## src/hw/rtl/assert_macros.svh

```systemverilog
// assertion macros used by the top-level rtl file
`ifndef ASSERT_MACROS_SVH
`define ASSERT_MACROS_SVH

// check that holds in the same cycle
`define DSSC_ASSERT_IMP(lbl, ante, cons, msg) \
	lbl: assert property (@(posedge clk) disable iff (!arst_n) (ante) |-> (cons)) \
		else $error(msg);

// check that holds in the next cycle
`define DSSC_ASSERT_NXT(lbl, ante, cons, msg) \
	lbl: assert property (@(posedge clk) disable iff (!arst_n) (ante) |=> (cons)) \
		else $error(msg);

`endif

```

## src/hw/rtl/dssc_pkg.sv

```systemverilog
// shared types, constants and segment decoder of the seven-segment writer
`timescale 1ns / 1ps
package dssc_pkg;

	localparam int VALUE_W = 27;
	localparam int MAP_W   = 21;
	localparam int CNT_W   = 4;
	localparam int CHAN_W  = 6;
	localparam int LEVEL_W = 12;
	localparam int NUM_SEGS = 7;
	localparam int PROD_W  = VALUE_W + 32;

	localparam logic [31:0] RECIP10 = 32'hCCCCCCCD;
	localparam int RECIP_SHIFT = 35;

	localparam logic [2:0] SEG_LAST = 3'(NUM_SEGS - 1);

	localparam logic [1:0] CFG_SEGMENT_MAP  = 2'd0;
	localparam logic [1:0] CFG_COMMON_ANODE = 2'd1;
	localparam logic [1:0] CFG_DIGIT_COUNT  = 2'd2;

	typedef struct packed {
		logic [MAP_W-1:0] segment_map;
		logic             common_anode;
		logic [CNT_W-1:0] n;
	} cfg_t;

	typedef struct packed {
		logic busy;
		logic take;
	} seq_stat_t;

	function automatic logic [NUM_SEGS-1:0] seg_pattern(input logic [3:0] d);
		logic [NUM_SEGS-1:0] p;
		unique case (d)
			4'd0: p = 7'h3F;
			4'd1: p = 7'h06;
			4'd2: p = 7'h5B;
			4'd3: p = 7'h4F;
			4'd4: p = 7'h66;
			4'd5: p = 7'h6D;
			4'd6: p = 7'h7D;
			4'd7: p = 7'h07;
			4'd8: p = 7'h7F;
			4'd9: p = 7'h6F;
			default: p = 7'h00;
		endcase
		return p;
	endfunction

endpackage

```

## src/hw/rtl/dssc_seq.sv

```systemverilog
// write sequencer: walks digits and segments of one word and drives the output register
`timescale 1ns / 1ps
module dssc_seq #(
	parameter int MAX_DIGITS = 8,
	parameter int CHANNELS_PER_DIGIT = 8,
	parameter int FULL_LEVEL = 4095
) (
	input  logic                          clk,
	input  logic                          arst_n,
	input  dssc_pkg::cfg_t                cfg,
	input  logic                          word_v,
	input  logic                          word_blank,
	input  logic [4*MAX_DIGITS-1:0]       word_digits,
	output dssc_pkg::seq_stat_t           stat,
	output logic                          out_valid,
	input  logic                          out_ready,
	output logic [dssc_pkg::CHAN_W-1:0]   channel,
	output logic [dssc_pkg::LEVEL_W-1:0]  level,
	output logic                          latch,
	output logic                          last
);
	import dssc_pkg::*;

	localparam int KW = (MAX_DIGITS > 1) ? $clog2(MAX_DIGITS) : 1;

	logic                    busy_q;
	logic [KW-1:0]           k_q;
	logic [2:0]              s_q;
	logic                    blank_q;
	logic [4*MAX_DIGITS-1:0] digits_q;
	logic                    out_v_q;
	logic [CHAN_W-1:0]       chan_q;
	logic [LEVEL_W-1:0]      level_q;
	logic                    latch_q;
	logic                    last_q;

	logic                    emit;
	logic                    seg_last;
	logic                    fin;
	logic                    take;
	logic                    load;
	logic [3:0]              digit;
	logic [NUM_SEGS-1:0]     pat;
	logic                    lit;
	logic [CNT_W-1:0]        pos;
	logic [CHAN_W-1:0]       pos_ch;
	logic [CHAN_W-1:0]       chan_d;
	logic [LEVEL_W-1:0]      on_lvl;
	logic [LEVEL_W-1:0]      off_lvl;

	always_comb begin
		emit     = busy_q && (!out_v_q || out_ready);
		seg_last = (s_q == SEG_LAST);
		fin      = seg_last && (CNT_W'(k_q) == cfg.n - 4'd1);
		take     = !busy_q || (emit && fin);
		load     = word_v && take;
		digit    = digits_q[k_q*4 +: 4];
		pat      = seg_pattern(digit);
		lit      = !blank_q && pat[s_q];
		pos      = cfg.n - 4'd1 - CNT_W'(k_q);
		pos_ch   = CHAN_W'(pos) * CHAN_W'(CHANNELS_PER_DIGIT);
		chan_d   = CHAN_W'(cfg.segment_map[s_q*3 +: 3]) + pos_ch;
		on_lvl   = cfg.common_anode ? LEVEL_W'(FULL_LEVEL) : '0;
		off_lvl  = cfg.common_anode ? '0 : LEVEL_W'(FULL_LEVEL);
	end

	always_ff @(posedge clk or negedge arst_n) begin
		if (!arst_n) begin
			busy_q <= 1'b0;
			k_q    <= '0;
			s_q    <= '0;
		end else if (load) begin
			busy_q <= (cfg.n != '0);
			k_q    <= '0;
			s_q    <= '0;
		end else if (emit) begin
			if (fin) begin
				busy_q <= 1'b0;
			end else if (seg_last) begin
				s_q <= '0;
				k_q <= KW'(k_q + 1'b1);
			end else begin
				s_q <= 3'(s_q + 3'd1);
			end
		end
	end

	always_ff @(posedge clk) begin
		if (load) begin
			blank_q  <= word_blank;
			digits_q <= word_digits;
		end
	end

	always_ff @(posedge clk or negedge arst_n) begin
		if (!arst_n) begin
			out_v_q <= 1'b0;
		end else if (emit) begin
			out_v_q <= 1'b1;
		end else if (out_ready) begin
			out_v_q <= 1'b0;
		end
	end

	always_ff @(posedge clk) begin
		if (emit) begin
			chan_q  <= chan_d;
			level_q <= lit ? on_lvl : off_lvl;
			latch_q <= blank_q ? fin : seg_last;
			last_q  <= fin;
		end
	end

	assign stat.busy = busy_q;
	assign stat.take = take;
	assign out_valid = out_v_q;
	assign channel   = chan_q;
	assign level     = level_q;
	assign latch     = latch_q;
	assign last      = last_q;

endmodule
```

## config.mk

```make
export PLATFORM = sky130hd
export DESIGN_NAME = dssc_seq
export DESIGN_NICKNAME = d
export VERILOG_FILES = /design/src/hw/rtl/assert_macros.svh /design/src/hw/rtl/dssc_pkg.sv /design/src/hw/rtl/dssc_seq.sv
export SDC_FILE = /design/constraint.sdc
export NUM_CORES = 1
export LEC_CHECK = 0
export BUFFER_PORTS_ARGS = -buffer_cell sky130_fd_sc_hd__buf_2
export CORE_ASPECT_RATIO = 1.2
export CORE_MARGIN = 5
export CORE_UTILIZATION = 51
export CTS_CLUSTER_DIAMETER = 40
export CTS_CLUSTER_SIZE = 16
export DETAILED_ROUTE_END_ITERATION = 10
export GPL_ROUTABILITY_DRIVEN = 0
export HOLD_SLACK_MARGIN = 0.15
export PLACE_DENSITY = 0.91
export SLEW_MARGIN = 20
export SYNTH_ARGS = -nofsm -noshare
export SYNTH_HDL_FRONTEND = slang
export SYNTH_SLANG_ARGS = --single-unit
```

## constraint.sdc

```tcl
create_clock -name clk -period 3.5 [get_ports clk]
set_input_delay 0.525 -clock clk [delete_from_list [all_inputs] [get_ports clk]]
set_output_delay 0.525 -clock clk [all_outputs]
set_load 0.01 [all_outputs]
```

; ---- Word level (Yosys, flattened, before mapping)
; Memory sizes are Yosys's and may differ from the RTL's.
; Cells that the tools add are included.
[classes]
shifts = 2
n_bitwise = 0
div_mod_pow = 0
mux = 19
add_sub_neg = 5
n_lt_le_gt_ge = 1
eq_ne = 3
mul = 1
reduce_logical = 18
[op_table]
columns = cell, count
row1 = two-way mux 12 bit, 3
row2 = indexed part select 32 x 6 -> 4 bit, 1
row3 = two-way mux 3 bit, 8
row4 = indexed part select 21 x 6 -> 3 bit, 1
row5 = nonzero test 2 bit, 4
row6 = two-way mux 1 bit, 7
row7 = adder 3 x 1 -> 3 bit (second input constant), 2
row8 = adder 3 x 6 -> 6 bit, 1
row9 = logical AND 1 bit, 5
row10 = multiplier 3 x 2 -> 5 bit (second input constant), 1
row11 = equality test 3 x 4 -> 1 bit, 1
row12 = less-than comparator 3 x 4 -> 1 bit (second input constant), 1
row13 = AND reduction 2 bit, 2
row14 = nonzero test 4 bit, 1
row15 = subtractor 4 x 1 -> 4 bit (second input constant), 1
row16 = binary-select mux 1 bit (select 3 bit), 1
row17 = equality test 3 bit (second input constant), 1
row18 = zero test 1 bit, 3
row19 = AND reduction 3 bit, 1
row20 = subtractor 3 bit, 1
row21 = logical OR 1 bit, 2
row22 = != test 2 x 1 -> 1 bit (second input constant), 1
[totals]
latchBits = 0
mem_bits_ro = 112
n_memories = 1
mem_bits_rw = 0
ff_bits = 61
elab_cells = 60
[mem_list]
columns = memory, depth, width, rd, rd_ports_with_merged_regs, wr, line_no
row1 = (name not given), 16, 7, 1, 0, 0, dssc_pkg.sv:35  ; unique case (d)

; ---- Longest topological paths before layout
[depth]
ltp_word = 8
depth_mapped = 11
mapped_depth_nobuf = 9

; ---- Least setup slack after synthesis
; OpenSTA, ideal clock, no wires.
[synth_timing]
kind = input to register
from = in cfg[0] in the netlist's numbering
to = reg blank_q (enable)
setup_time_ns = 0.407
n_path_buf = 1
required_ns = 3.093
slack_ns = 0.147
arrival_ns = 2.946
path_stages = 8
path_cell_list = inv_1 ha_1 xnor2_1 nor4bb_1 o2111ai_1 o21ai_0 and2_1 clkbuf_1
[synth_between]
elab_chain_len = 6
[synth_rtl]
columns = element, line_no
row1 = from (decl), dssc_seq.sv:10  ; input dssc_pkg::cfg_t cfg,
row2 = subtractor 4 x 1 -> 4 bit, n/a
row3 = equality test 3 x 4 -> 1 bit, dssc_seq.sv:54  ; fin = seg_last && (CNT_W'(k_q) == cfg.n - 4'd1);
row4 = logical AND 1 bit, dssc_seq.sv:54
row5 = logical AND 1 bit, dssc_seq.sv:55  ; take = !busy_q || (emit && fin);
row6 = logical OR 1 bit, dssc_seq.sv:55
row7 = named net take, dssc_seq.sv:40  ; logic take;
row8 = logical AND 1 bit, dssc_seq.sv:56  ; load = word_v && take;
row9 = named net load, dssc_seq.sv:41  ; logic load;
row10 = to (signal assigned), dssc_seq.sv:90  ; blank_q <= word_blank;
row11 = to (decl), dssc_seq.sv:29  ; logic blank_q;
; The timed path passes the listed nets, and every way through them passes these cells.
; A chain may end at the register's enable or synchronous reset.

; ---- Worst setup path after layout
[layout_timing]
from = reg k_q[0]
to = reg level_q[10] (netlist: level[10]) (data pin)
[layout_between]
elab_chain_len = 6
[layout_rtl]
columns = element, line_no
row1 = from (decl), dssc_seq.sv:27  ; logic [KW-1:0] k_q;
row2 = from (signal assigned), dssc_seq.sv:81  ; k_q <= KW'(k_q + 1'b1);
row3 = indexed part select 32 x 6 -> 4 bit, dssc_seq.sv:57  ; digit = digits_q[k_q*4 +: 4];
row4 = memory (16 x 7 bit), n/a
row5 = binary-select mux 1 bit (select 3 bit), dssc_seq.sv:59  ; lit = !blank_q && pat[s_q];
row6 = two-way mux 1 bit (not written as such), dssc_seq.sv:59
row7 = logical AND 1 bit, dssc_seq.sv:59
row8 = two-way mux 12 bit, dssc_seq.sv:108  ; level_q <= lit ? on_lvl : off_lvl;
row9 = to (signal assigned), dssc_seq.sv:108
row10 = to (decl), dssc_seq.sv:33  ; logic [LEVEL_W-1:0] level_q;
; No other way between the ends. The select of a mux whose other input is x is not followed.

==> metrics.md <==
| Metric | Value |
|---|---|
| CTS root buf | sky130_fd_sc_hd__clkbuf_8 |
| Number of ports placed on the die boundary | 86 |
| Clock transition at path regs | 0.09 ns |
| Headroom to the max-slew limit | 51.5% |
| Average cell area after synthesis | 13.1 um2 |
| Number of antenna violations at the first check in global routing | 0 |
| Net total in the final layout | 349 |
| TritonCTS clock tree | yes |
| Placeable core region | 0.00497 mm2 |
| Arrival time of data at the critical path endpoint | 3.33 ns |
| Launching point of the worst reg2reg path | k_q[0] |
| End of the worst register-to-register path | level[10] |
| Skew final | 0.00521 ns |
| DRT Pass-1 Iters | 4 |
| Final number of max-transition violations | 0 |
| Total Negative Setup Slacks | 0 ns |
| Run status | finished clean |
| Gr ovfl total | 0 |
| Width of the die | 75.5 um |
| Class of the most critical hold timing path | in2reg |
| Min setup slack post-route | 0.237 ns |
| Number of inserted diodes | 0 |
| Slew at the pin closest to its max-slew limit | 0.710 ns |
| Routed vias/inst | 5.28 |
| Netlist area before placement | 0.00262 mm2 |
| IO Port Bufs | 85 |
| Worst hold slack after final layout | 0.391 ns |
| Net Count, Synth | 276 |
| Beginning of the critical path | k_q[0] |
| Commonest cells after routing, fill and taps aside | sky130_fd_sc_hd__buf_2 (85), sky130_fd_sc_hd__edfxtp_1 (42), sky130_fd_sc_hd__nor2_1 (14) |
| Clk sinks | 50 |
| Number of cells after detailed placement | 326 |
| Bufs on Longest Clock Path | 2 |
| Max-capacitance violation count | 0 |
| Total via count after detailed routing | 1769 |
| Maximum number of pins on one net before global-route repair | 40 |
| DIE HEIGHT | 88.6 um |
| H-tree depth | 2 |
| Static Leakage | 1.30 nW |
| Peak VDD IR | 0.000327 V |
| Final std cells w/o fill | 335 |
| Crit end category | flop |
| Wire length per cell | 13.9 um |
| Setup repair after global routing missed its margin | no |
| Worst R2R Path Depth | 9 |
| Share of the clock period used by the worst path | 93.2% |
| Timing endpoint of the critical path | level[10] |
| Category of the most critical setup path | reg2reg |
| Total buffers and inverters traversed by the critical path | 1 |
| All-Layer GR Usage | 15.0% |
| Num CTS Buffers | 5 |
| Share of synthesized area occupied by flip-flops and latches | 55.7% |
| Most common cell after layout, fill and taps aside | sky130_fd_sc_hd__buf_2 |
| Critical Path, Cell by Cell | mux4_1, mux2i_2, inv_1, ha_1, mux2_4, a311o_1, or4_1, a31oi_1, xnor2_1 |
| Total Die Area | 0.00668 mm2 |
| Final Hold Viols | 0 |
| Period minus WS final | 3.26 ns |
| Wirelength, routed | 4650 um |
| Worst Setup Slack post-DPL | 0.153 ns |
| Post-DRT Antenna Nets | 0 |
| CP startpoint kind | flop |
| Most instantiated flip-flop cell in the synthesis netlist | sky130_fd_sc_hd__edfxtp_1 |
| Setup violators final | 0 |
| Peak Freq | 306 MHz |
| Initial Util | 52.7% |
| Crit path required time | 3.56 ns |
| Total number of cells along the worst setup path | 9 |
| Number of warning messages in the yosys log | 0 |
| DRC viols | 0 |
| Via count of the first global-routing pass | 1751 |
| Number of unique standard cell types used by synthesis | 43 |
| Critical Path Slowest Stage Cell | sky130_fd_sc_hd__mux4_1 |
| Standard-cell row count | 28 |
| Delay of the slowest critical-path stage | 0.62 ns |
| Number of flops mapped to enable cells by yosys | 42 |
| PnR Total Power | 2.05 mW |
| Minimum setup slack among reg-to-reg paths | 0.24 ns |
| Areal power density over the cells | 659 mW/mm2 |
| Fraction of synthesis flops using an asynchronous set or reset pin | 16.0% |
| Fill cells | 387 |
| Synthesized flop and latch total | 50 |
| Cell family with the largest share of critical-path delay | multiplexers |
| Synthesis-to-layout area growth | 18.6% |
| Wire length of the first global-routing pass | 7550 um |
| Initial DRC count | 111 |
| Later-pin clock latency in the skew report | 0.30 ns |
| Number of cells produced by synthesis | 201 |
| Maximum fanout count along the critical path | 7 |
| Fraction of layout instances using a drive strength above 1 | 39.6% |
| Final HPWL DP | 3710 um |
## Yosys cell counts, types with 4 or more instances
master,number,area (um2)
sky130_fd_sc_hd__edfxtp_1,42,1260
sky130_fd_sc_hd__o21ai_0,5,25.0
sky130_fd_sc_hd__clkbuf_1,6,22.5
sky130_fd_sc_hd__ha_1,11,138
sky130_fd_sc_hd__dfrtp_1,8,200
sky130_fd_sc_hd__nand2_1,11,41.3
sky130_fd_sc_hd__nor2_1,14,52.6
sky130_fd_sc_hd__mux2i_1,10,100
sky130_fd_sc_hd__nor3_1,4,20.0
sky130_fd_sc_hd__inv_1,12,45.0
sky130_fd_sc_hd__buf_4,14,105
sky130_fd_sc_hd__a21oi_1,7,35.0
sky130_fd_sc_hd__xnor2_1,6,52.6
sky130_fd_sc_hd__mux4_2,7,158
## through the flow
step | instance area [um2] | utilization [%]
floorplan | 2620 | -
finish | 3110 | 62.5
global route | 3110 | 62.5
detailed placement | 3010 | 60.4
CTS | 3100 | 62.4
global placement | 3010 | 60.4
## how the worst min path moves through the flow
stage | start | to | cells after the start
CTS | word_digits[28] | digits_q[28] | 1
detailed placement | arst_n | out_valid | 1
floorplan | arst_n | busy_q | 0
global route | word_digits[8] | digits_q[8] | 1
finish | word_digits[25] | digits_q[25] | 1
global placement | arst_n | out_valid | 1
## registers in the layout (all words and copies together), names as in the netlist
name / count
blank_q: 1
digits_q: 32
last: 1
level: 1
channel: 6
out_valid: 1
latch: 1
busy_q: 1
k_q: 3
s_q: 3
## cells by family after synthesis
| family | after synthesis | share of synthesized area (%) |
|---|---|---|
| flops | 50 | 55.7 |
| simple gates | 48 | 9.16 |
| buf+inv | 36 | 7.72 |
| compound gates | 27 | 6.82 |
| mux | 21 | 12.3 |
| fa+ha+maj | 12 | 6.01 |
| xor+xnor | 7 | 2.34 |
## cell type report
cell class	count	area (um2)	share of cell area (%)
clock inverters	3	18.8	0.603
flip-flops and latches	50	1460	47.0
repair buffers	89	470	15.1
clock buffers	5	68.8	2.21
well taps	60	75.1	2.41
inverters	13	48.8	1.57
multi-input cells	115	967	31.1
## worst reg2reg max path: cells and delay by family, from the launching register on
kind | cells | cell delay (ns)
fa+ha+maj | 1 | 0.21
xor+xnor | 1 | 0.08
compound gates | 2 | 0.51
flops | 1 | 0.55
mux | 3 | 1.16
simple gates | 1 | 0.41
buf+inv | 1 | 0.11
## routing by layer
layer	up-vias	share of wire (%)	track usage, %
met4	0	1.7	5.72
met1	815	38	16.9
met5	-	0	0
met2	74	51	26.2
li1	873	-	-
met3	7	9.4	4.66
## power breakdown
part / leakage, nW / internal [mW] / switching, mW
sequential: 0.478 / 0.737 / 0.133
combinational: 0.775 / 0.421 / 0.428
clock: 0.0483 / 0.141 / 0.189
## timing repair
item	4_1_cts	5_1_grt
setup endpoints to repair	0	1
resized for setup	0	2
hold buffers	1	0
buffers inserted	0	0
hold endpoints to repair	8	0
Note: power is estimated with default switching activity, not from simulation.
